<file path="config.mk">
export PLATFORM = sky130hd
export DESIGN_NAME = rtc_calendar_counter
export DESIGN_NICKNAME = d
export VERILOG_FILES = /design/src/sv/rtc_pkg.sv /design/src/sv/rtc_calendar_counter.sv /design/src/sv/rtc_apb_regs.sv /design/src/sv/rtc_step.sv
export SDC_FILE = /design/constraint.sdc
export NUM_CORES = 1
export LEC_CHECK = 0
export BUFFER_PORTS_ARGS = -buffer_cell sky130_fd_sc_hd__buf_4
export CORE_UTILIZATION = 55
export CTS_CLUSTER_DIAMETER = 100
export DETAILED_ROUTE_END_ITERATION = 16
export PLACE_DENSITY_LB_ADDON = 0.12
export SLEW_MARGIN = 20
export SYNTH_ARGS = -nofsm -noshare
export SYNTH_HDL_FRONTEND = slang
export SYNTH_SLANG_ARGS = --single-unit
</file>
<file path="constraint.sdc">
create_clock -name clk_i -period 8 [get_ports clk_i]
set_input_delay 0 -clock clk_i [delete_from_list [all_inputs] [get_ports clk_i]]
set_output_delay 0 -clock clk_i [all_outputs]
set_load 0.05 [all_outputs]
</file>
<file path="src/sv/rtc_pkg.sv">
// Shared types, constants and helpers for the real-time clock calendar.
package rtc_pkg;

  // Default width of the year counter.
  localparam int unsigned YearBitsDef = 16;

  // Widths of the stream payloads (fields packed from bit 0, padded to whole bytes).
  localparam int unsigned LoadYearW = 16;
  localparam int unsigned OutYearW  = 16;
  localparam int unsigned STdataW   = 48;
  localparam int unsigned MTdataW   = 48;
  localparam int unsigned CmdW      = 2;

  // APB register map.
  localparam int unsigned PaddrW = 2;
  localparam logic [PaddrW-1:0] AddrDateEnable = 2'd0;

  // Command codes.
  localparam logic [CmdW-1:0] CmdTick = 2'd0;
  localparam logic [CmdW-1:0] CmdLoad = 2'd1;
  localparam logic [CmdW-1:0] CmdPoll = 2'd2;

  // Counter limits.
  localparam logic [5:0] SecLast    = 6'd59;
  localparam logic [5:0] MinLast    = 6'd59;
  localparam logic [4:0] HourLast   = 5'd23;
  localparam logic [2:0] WdayLast   = 3'd6;
  localparam logic [4:0] DayFirst   = 5'd1;
  localparam logic [3:0] MonthFirst = 4'd1;
  localparam logic [3:0] MonthLast  = 4'd12;
  localparam logic [3:0] MonthFeb   = 4'd2;

  // Month lengths.
  localparam logic [4:0] LenLong  = 5'd31;
  localparam logic [4:0] LenShort = 5'd30;
  localparam logic [4:0] LenLeap  = 5'd29;
  localparam logic [4:0] LenFeb   = 5'd28;
  localparam logic [4:0] LenNone  = 5'd0;

  // Time of day and date, without the year.
  typedef struct packed {
    logic [3:0] month;
    logic [4:0] day;
    logic [2:0] wday;
    logic [4:0] hour;
    logic [5:0] min;
    logic [5:0] sec;
  } cal_t;

  // Length of a month; zero for a month code that is not a real month.
  function automatic logic [4:0] month_len(input logic [3:0] m, input logic leap);
    logic [4:0] len;
    if (m == MonthFeb) begin
      len = leap ? LenLeap : LenFeb;
    end else if (m inside {4'd4, 4'd6, 4'd9, 4'd11}) begin
      len = LenShort;
    end else if (m inside {4'd1, 4'd3, 4'd5, 4'd7, 4'd8, 4'd10, 4'd12}) begin
      len = LenLong;
    end else begin
      len = LenNone;
    end
    return len;
  endfunction

endpackage

</file>
<file path="src/sv/rtc_calendar_counter.sv">
// Top level of the real-time clock calendar with stream ports and APB configuration.
//
// The block takes one command per transfer on the slave stream: a one-second tick,
// a load of the whole time and date, or a poll of the update flag (command in tuser).
// Every command returns exactly one transfer on the master stream carrying the time
// and date as they stand after the command, plus the update flag on a poll. A new
// command is accepted in every clock cycle while the master side keeps up; a command
// waits first in the input register and its result then in the result register,
// and the full calendar update is done by the logic between those two registers. The
// input register frees up whenever the result register is empty or being read, so while
// a result waits on the master side one more command can still enter and wait in the
// input register; only after that does s_axis_tready drop until the result is taken.
// The date_enable register (APB offset 0) turns on the weekday, day, month and year
// update at midnight; it should be written only while no command is in flight.
// The year counter is YEAR_BITS wide and wraps at that width; the master stream
// carries its low 16 bits.
module rtc_calendar_counter #(
  parameter int unsigned YEAR_BITS = rtc_pkg::YearBitsDef
) (
  input  logic                         clk_i,
  input  logic                         rst_ni,
  // Slave stream.
  input  logic                         s_axis_tvalid,
  output logic                         s_axis_tready,
  // tdata, from bit 0: load_second[5:0], load_minute[11:6], load_hour[16:12],
  // load_weekday[19:17], load_day[24:20], load_month[28:25], load_year[44:29], zero pad.
  input  logic [rtc_pkg::STdataW-1:0]  s_axis_tdata,
  // tuser, from bit 0: command[1:0].
  input  logic [rtc_pkg::CmdW-1:0]     s_axis_tuser,
  // Master stream.
  output logic                         m_axis_tvalid,
  input  logic                         m_axis_tready,
  // tdata, from bit 0: second[5:0], minute[11:6], hour[16:12], weekday[19:17],
  // day[24:20], month[28:25], year[44:29], updated[45], zero pad.
  output logic [rtc_pkg::MTdataW-1:0]  m_axis_tdata,
  // APB configuration port.
  input  logic                         psel,
  input  logic                         penable,
  input  logic                         pwrite,
  input  logic [rtc_pkg::PaddrW-1:0]   paddr,
  input  logic [31:0]                  pwdata,
  output logic [31:0]                  prdata,
  output logic                         pready
);

  logic                          date_enable;

  // Input register.
  logic                          in_valid_q, in_valid_d;
  logic [rtc_pkg::CmdW-1:0]      cmd_q, cmd_d;
  rtc_pkg::cal_t                 load_cal_q, load_cal_d;
  logic [rtc_pkg::LoadYearW-1:0] load_year_q, load_year_d;

  // Clock and calendar state.
  rtc_pkg::cal_t                 cal_q, cal_d;
  logic [YEAR_BITS-1:0]          year_q, year_d;
  logic                          pending_q, pending_d;
  logic                          updated;

  // Result register.
  logic                          out_valid_q, out_valid_d;
  logic [rtc_pkg::MTdataW-1:0]   out_data_q, out_data_d;

  logic                          in_fire;
  logic                          advance;
  logic [YEAR_BITS+rtc_pkg::OutYearW-1:0] year_ext;

  rtc_apb_regs u_regs (
    .clk_i         (clk_i),
    .rst_ni        (rst_ni),
    .psel          (psel),
    .penable       (penable),
    .pwrite        (pwrite),
    .paddr         (paddr),
    .pwdata        (pwdata),
    .prdata        (prdata),
    .pready        (pready),
    .date_enable_o (date_enable)
  );

  // The held command moves on when the result register is empty or being drained.
  assign advance       = in_valid_q && (!out_valid_q || m_axis_tready);
  assign s_axis_tready = !in_valid_q || advance;
  assign in_fire       = s_axis_tvalid && s_axis_tready;

  always_comb begin
    in_valid_d  = in_valid_q;
    cmd_d       = cmd_q;
    load_cal_d  = load_cal_q;
    load_year_d = load_year_q;
    if (in_fire) begin
      in_valid_d       = 1'b1;
      cmd_d            = s_axis_tuser;
      load_cal_d.sec   = s_axis_tdata[5:0];
      load_cal_d.min   = s_axis_tdata[11:6];
      load_cal_d.hour  = s_axis_tdata[16:12];
      load_cal_d.wday  = s_axis_tdata[19:17];
      load_cal_d.day   = s_axis_tdata[24:20];
      load_cal_d.month = s_axis_tdata[28:25];
      load_year_d      = s_axis_tdata[44:29];
    end else if (advance) begin
      in_valid_d = 1'b0;
    end
  end

  rtc_step #(
    .YEAR_BITS (YEAR_BITS)
  ) u_step (
    .cmd_i         (cmd_q),
    .load_cal_i    (load_cal_q),
    .load_year_i   (load_year_q),
    .date_enable_i (date_enable),
    .cal_i         (cal_q),
    .year_i        (year_q),
    .pending_i     (pending_q),
    .cal_o         (cal_d),
    .year_o        (year_d),
    .pending_o     (pending_d),
    .updated_o     (updated)
  );

  // The year leaves on 16 bits whatever the counter width is.
  assign year_ext = {{rtc_pkg::OutYearW{1'b0}}, year_d};

  always_comb begin
    out_valid_d = out_valid_q;
    out_data_d  = out_data_q;
    if (advance) begin
      out_valid_d = 1'b1;
      out_data_d  = {2'b00, updated, year_ext[rtc_pkg::OutYearW-1:0], cal_d.month, cal_d.day,
                     cal_d.wday, cal_d.hour, cal_d.min, cal_d.sec};
    end else if (m_axis_tready) begin
      out_valid_d = 1'b0;
    end
  end

  always_ff @(posedge clk_i or negedge rst_ni) begin
    if (!rst_ni) begin
      in_valid_q      <= 1'b0;
      out_valid_q     <= 1'b0;
      cal_q.sec       <= 6'd0;
      cal_q.min       <= 6'd0;
      cal_q.hour      <= 5'd0;
      cal_q.wday      <= 3'd0;
      cal_q.day       <= rtc_pkg::DayFirst;
      cal_q.month     <= rtc_pkg::MonthFirst;
      year_q          <= '0;
      pending_q       <= 1'b0;
    end else begin
      in_valid_q  <= in_valid_d;
      out_valid_q <= out_valid_d;
      if (advance) begin
        cal_q     <= cal_d;
        year_q    <= year_d;
        pending_q <= pending_d;
      end
    end
  end

  // Payload registers carry no reset.
  always_ff @(posedge clk_i) begin
    cmd_q       <= cmd_d;
    load_cal_q  <= load_cal_d;
    load_year_q <= load_year_d;
    out_data_q  <= out_data_d;
  end

  assign m_axis_tvalid = out_valid_q;
  assign m_axis_tdata  = out_data_q;

endmodule

</file>
<file path="src/sv/rtc_apb_regs.sv">
// APB configuration register block holding the date enable bit.
module rtc_apb_regs (
  input  logic                      clk_i,
  input  logic                      rst_ni,
  input  logic                      psel,
  input  logic                      penable,
  input  logic                      pwrite,
  input  logic [rtc_pkg::PaddrW-1:0] paddr,
  input  logic [31:0]               pwdata,
  output logic [31:0]               prdata,
  output logic                      pready,
  output logic                      date_enable_o
);

  logic date_enable_q;
  logic date_enable_d;
  logic hit;

  assign pready = 1'b1;
  assign hit    = (paddr == rtc_pkg::AddrDateEnable);

  always_comb begin
    date_enable_d = date_enable_q;
    if (psel && penable && pwrite && pready && hit) begin
      date_enable_d = pwdata[0];
    end
  end

  always_ff @(posedge clk_i or negedge rst_ni) begin
    if (!rst_ni) begin
      date_enable_q <= 1'b0;
    end else begin
      date_enable_q <= date_enable_d;
    end
  end

  assign prdata        = hit ? {31'b0, date_enable_q} : 32'b0;
  assign date_enable_o = date_enable_q;

endmodule

</file>
<file path="src/sv/rtc_step.sv">
// Next-state logic of the clock calendar for one command.
module rtc_step #(
  parameter int unsigned YEAR_BITS = rtc_pkg::YearBitsDef
) (
  input  logic [rtc_pkg::CmdW-1:0]      cmd_i,
  input  rtc_pkg::cal_t                 load_cal_i,
  input  logic [rtc_pkg::LoadYearW-1:0] load_year_i,
  input  logic                          date_enable_i,
  input  rtc_pkg::cal_t                 cal_i,
  input  logic [YEAR_BITS-1:0]          year_i,
  input  logic                          pending_i,
  output rtc_pkg::cal_t                 cal_o,
  output logic [YEAR_BITS-1:0]          year_o,
  output logic                          pending_o,
  output logic                          updated_o
);

  logic                                  sec_wrap;
  logic                                  min_wrap;
  logic                                  hour_wrap;
  logic                                  midnight;
  logic [4:0]                            len;
  rtc_pkg::cal_t                         tick_cal;
  logic [YEAR_BITS-1:0]                  tick_year;
  logic [3:0]                            month_mid;
  logic [YEAR_BITS+rtc_pkg::LoadYearW-1:0] load_year_ext;

  assign sec_wrap  = (cal_i.sec >= rtc_pkg::SecLast);
  assign min_wrap  = (cal_i.min >= rtc_pkg::MinLast);
  assign hour_wrap = (cal_i.hour >= rtc_pkg::HourLast);
  assign midnight  = sec_wrap && min_wrap && hour_wrap && date_enable_i;
  assign len       = rtc_pkg::month_len(cal_i.month, (year_i[1:0] == 2'b00));

  assign load_year_ext = {{YEAR_BITS{1'b0}}, load_year_i};

  always_comb begin
    tick_cal  = cal_i;
    tick_year = year_i;
    month_mid = cal_i.month;

    // Seconds, minutes and hours ripple their carries.
    tick_cal.sec = sec_wrap ? 6'd0 : cal_i.sec + 6'd1;
    if (sec_wrap) begin
      tick_cal.min = min_wrap ? 6'd0 : cal_i.min + 6'd1;
      if (min_wrap) begin
        tick_cal.hour = hour_wrap ? 5'd0 : cal_i.hour + 5'd1;
      end
    end

    // The calendar part only moves at midnight with the date enabled.
    if (midnight) begin
      tick_cal.wday = (cal_i.wday >= rtc_pkg::WdayLast) ? 3'd0 : cal_i.wday + 3'd1;
      if (len == rtc_pkg::LenNone) begin
        // A month code that is not a real month never rolls the day over.
        tick_cal.day = cal_i.day + 5'd1;
      end else if (cal_i.day >= len) begin
        tick_cal.day = rtc_pkg::DayFirst;
        month_mid    = cal_i.month + 4'd1;
      end else begin
        tick_cal.day = cal_i.day + 5'd1;
      end
      tick_cal.month = month_mid;
      if (month_mid > rtc_pkg::MonthLast) begin
        tick_cal.month = rtc_pkg::MonthFirst;
        tick_year      = year_i + YEAR_BITS'(1);
      end
    end
  end

  always_comb begin
    cal_o     = cal_i;
    year_o    = year_i;
    pending_o = pending_i;
    updated_o = 1'b0;
    case (cmd_i)
      rtc_pkg::CmdTick: begin
        cal_o     = tick_cal;
        year_o    = tick_year;
        pending_o = 1'b1;
      end
      rtc_pkg::CmdLoad: begin
        cal_o  = load_cal_i;
        year_o = load_year_ext[YEAR_BITS-1:0];
      end
      rtc_pkg::CmdPoll: begin
        updated_o = pending_i;
        pending_o = 1'b0;
      end
      default: begin
        cal_o = cal_i;
      end
    endcase
  end

endmodule

</file>
==> results.yml <==
final_layout:
  drive_gt1_share_pct: 20.1
  fin_nets: 951
  layout_common_cells: "buf_4, edfxtp_1, nand2_1"
  diodes: 0
  final_common_cell: "buf_4"
  final_cell_area_um2: 9260
  final_cells: 1032
  syn_to_final_growth_pct: 24.8
place:
  placed_area_um2: 8130
  dp_hpwl_mm: 11.0
  placed_cells: 948
  port_buffers: 105
  place_congestion: 0.852
global_routing:
  grt_max_degree: 77
  grt_pass1_wl_mm: 29.2
  antenna_found_initial: 0
  grt_usage_pct: 27.0
  overflow: 0
  first_global_vias: 6147
synthesis:
  synthTopCellsByArea: "edfxtp_1, dfrtp_1, nand2_1"
  synth_area_um2: 7420
  synth_top_area_cell: "edfxtp_1"
  synth.top_cell.area_share_pct: 37.7
  async_reset_ff_share_pct: 34.5
  synthDistinctLibCells: 75
  yosysWarnings: 0
  syn_area_per_cell_um2: 10.6
  synth_flop_cell: "edfxtp_1"
  synth-edff-count: 93
  synth-seq-cells: 142
  syn_inst: 699
  yosysSeqAreaShare_pct: 54.2
critical_path:
  path_class: "flip-flop to flip-flop"
  crit_family: "compound AO/OA/AOI/OAI gates"
  critPathArrivalTime_ps: 4440
  max_stage_delay_ps: 500
  startpoint_type: "flip-flop"
  cp_max_fo: 16
  path_cells: "inv_1 > ha_1 > o21ai_0 > a21oi_4 > inv_2 > ha_1 > a21oi_1 > a211oi_1 > a21oi_1 > a31o_2 > nand3_1 > nor4_1 > a211oi_1"
  crit_slowest_cell: "nor4_1"
  cp.buffers_inverters: 2
  cp-end-kind: "flip-flop"
  cp.required_ps: 8130
timing:
  rsz0062_at_grt: "no"
  maxSlewViolCount: 0
  min_period_ps: 4310
  worst_pin_slew_ps: 1120
  maxSlewHeadroom_pct: 25.3
  finalClockSkew_ps: 7.19
  hold_slack_ps: 167
  timing.final.crit_share_pct: 53.9
  setup-violations-final: 0
  setup_tns_ps: 0
  max_freq_ghz: 0.232
  hold_violations: 0
routing:
  vias: 6108
  drt-pass1-iter-count: 11
  viasPerCell: 5.92
  drt_wl_total_mm: 18.3
  drt_iter0_drc: 684
  wire_per_inst_um: 17.7
  drc: 1
  ant_nets: 0
clock_tree:
  clkSlewWorstSetupHoldPaths_ps: 60
  numCtsBuffers: 17
  cts_tree: "yes"
  cts_sinks: 142
  clkLatencyLatePin_ps: 430
  cts-root-buf: "clkbuf_16"
  clk_path_buf_depth: 2
  htreeDepth: 4
die:
  fp-row-count: 42
  start_util_pct: 56.2
  ios: 174
  die_x_um: 118
  die_h_um: 118
  core_area_um2: 13200
  dieArea_um2: 14000
power:
  p_per_area_nw_per_um2: 268
  p_leak_nw: 3.71
  ir_worst_vdd_uv: 175
  total_power_mw: 2.48
outcome:
  failed_checks: "DRC"
  status: "finished, violations left"
min_path:
  hp-class: "input pin to asynchronous set/reset pin"
job:
  drv_cap: 0
## timing repair
item	4_1_cts	5_1_grt
resized for setup	0	0
setup buffers	0	0
hold buffers	53	0
endpoints found under the hold margin	97	0
## metal layers
| metal | vias up | routed length, um | part of all wire, % | track usage, % |
|---|---|---|---|---|
| met3 | 43 | 904 | 4.9 | 5.86 |
| met4 | 0 | 427 | 2.3 | 12.9 |
| li1 | 2852 | - | - | - |
| met2 | 225 | 9460 | 52 | 46.5 |
| met1 | 2988 | 7470 | 41 | 32.0 |
| met5 | - | 0 | 0 | 0 |
## metrics by stage
stage | utilization [%] | setup WS, ps
after floorplan | - | 4390
final | 70.2 | 3690
after detailed placement | 61.6 | 3780
after CTS | 70.2 | 3780
after global routing | 70.2 | 3280
after global placement | 61.6 | 3800
## registers in the layout, summed over array words and instances (netlist names)
register and count:
year_q 16, pending_q 1, m_axis_tdata 46, cal_q 29, load_cal_q 29, in_valid_q 1
cmd_q 2, u_regs.date_enable_o 1, load_year_q 16, m_axis_tvalid 1
## cell families (layout without fill, tap and decap cells)
logic type,count (synthesis),in the layout,share of synthesized area (%)
compound gates,199,199,18.1
other cells,2,34,0.101
mux,15,15,2.11
buf+inv,91,216,7.29
fa+ha+maj,16,16,2.70
xor+xnor,2,2,0.236
simple gates,232,232,15.3
flops,142,142,54.2
## area by class of cell
class / count / area [um2]
Multi-Input combinational cell: 498 / 2980
Sequential cell: 142 / 4020
Inverter: 21 / 78.8
Clock inverter: 13 / 165
Fill cell: 942 / 3930
Tap cell: 176 / 220
Clock buffer: 18 / 429
Timing Repair Buffer: 164 / 1360
## cell usage after synthesis, types with 3 or more instances
cell type and n:
mux2_2 5, or3_1 3, nand2_1 80, o211ai_1 8
ha_1 16, nand4_1 5, and3_1 15, a21oi_1 47
a211oi_1 12, nor3_1 19, a22oi_1 5, o311ai_0 5
and2_1 3, nand2b_1 8, inv_1 20, nand3_1 25
o31ai_1 3, o21ai_0 49, o21a_1 3, nor2b_1 3
mux2i_1 10, dfrtp_1 47, edfxtp_1 93, clkbuf_1 21
a32oi_1 6, a41oi_1 4, nor2_1 45, nor4_1 8
buf_1 5, o22ai_1 4, clkbuf_8 5, a31oi_1 11
buf_4 35, o22a_1 7, a311oi_1 5
## path summary, 6_finish.rpt
path | from | end | slack, ps | cells after the start
max reg2reg | cal_q[26] | m_axis_tdata[36] | 3690 | 13
max in group asynchronous | rst_ni | cal_q[26] | 7370 | 2
min reg2reg | in_valid_q | m_axis_tvalid | 500 | 1
max | cal_q[26] | m_axis_tdata[36] | 3690 | 13
min in group clk_i | s_axis_tdata[12] | load_cal_q[12] | 280 | 2
min | rst_ni | cal_q[12] | 170 | 2
## where the power goes
part / leakage (nW) / switching, mW / internal (mW)
combinational: 1.94 / 0.437 / 0.231
sequential: 1.48 / 0.103 / 0.907
clock: 0.281 / 0.315 / 0.490
Note: power is estimated with default switching activity, not from simulation.
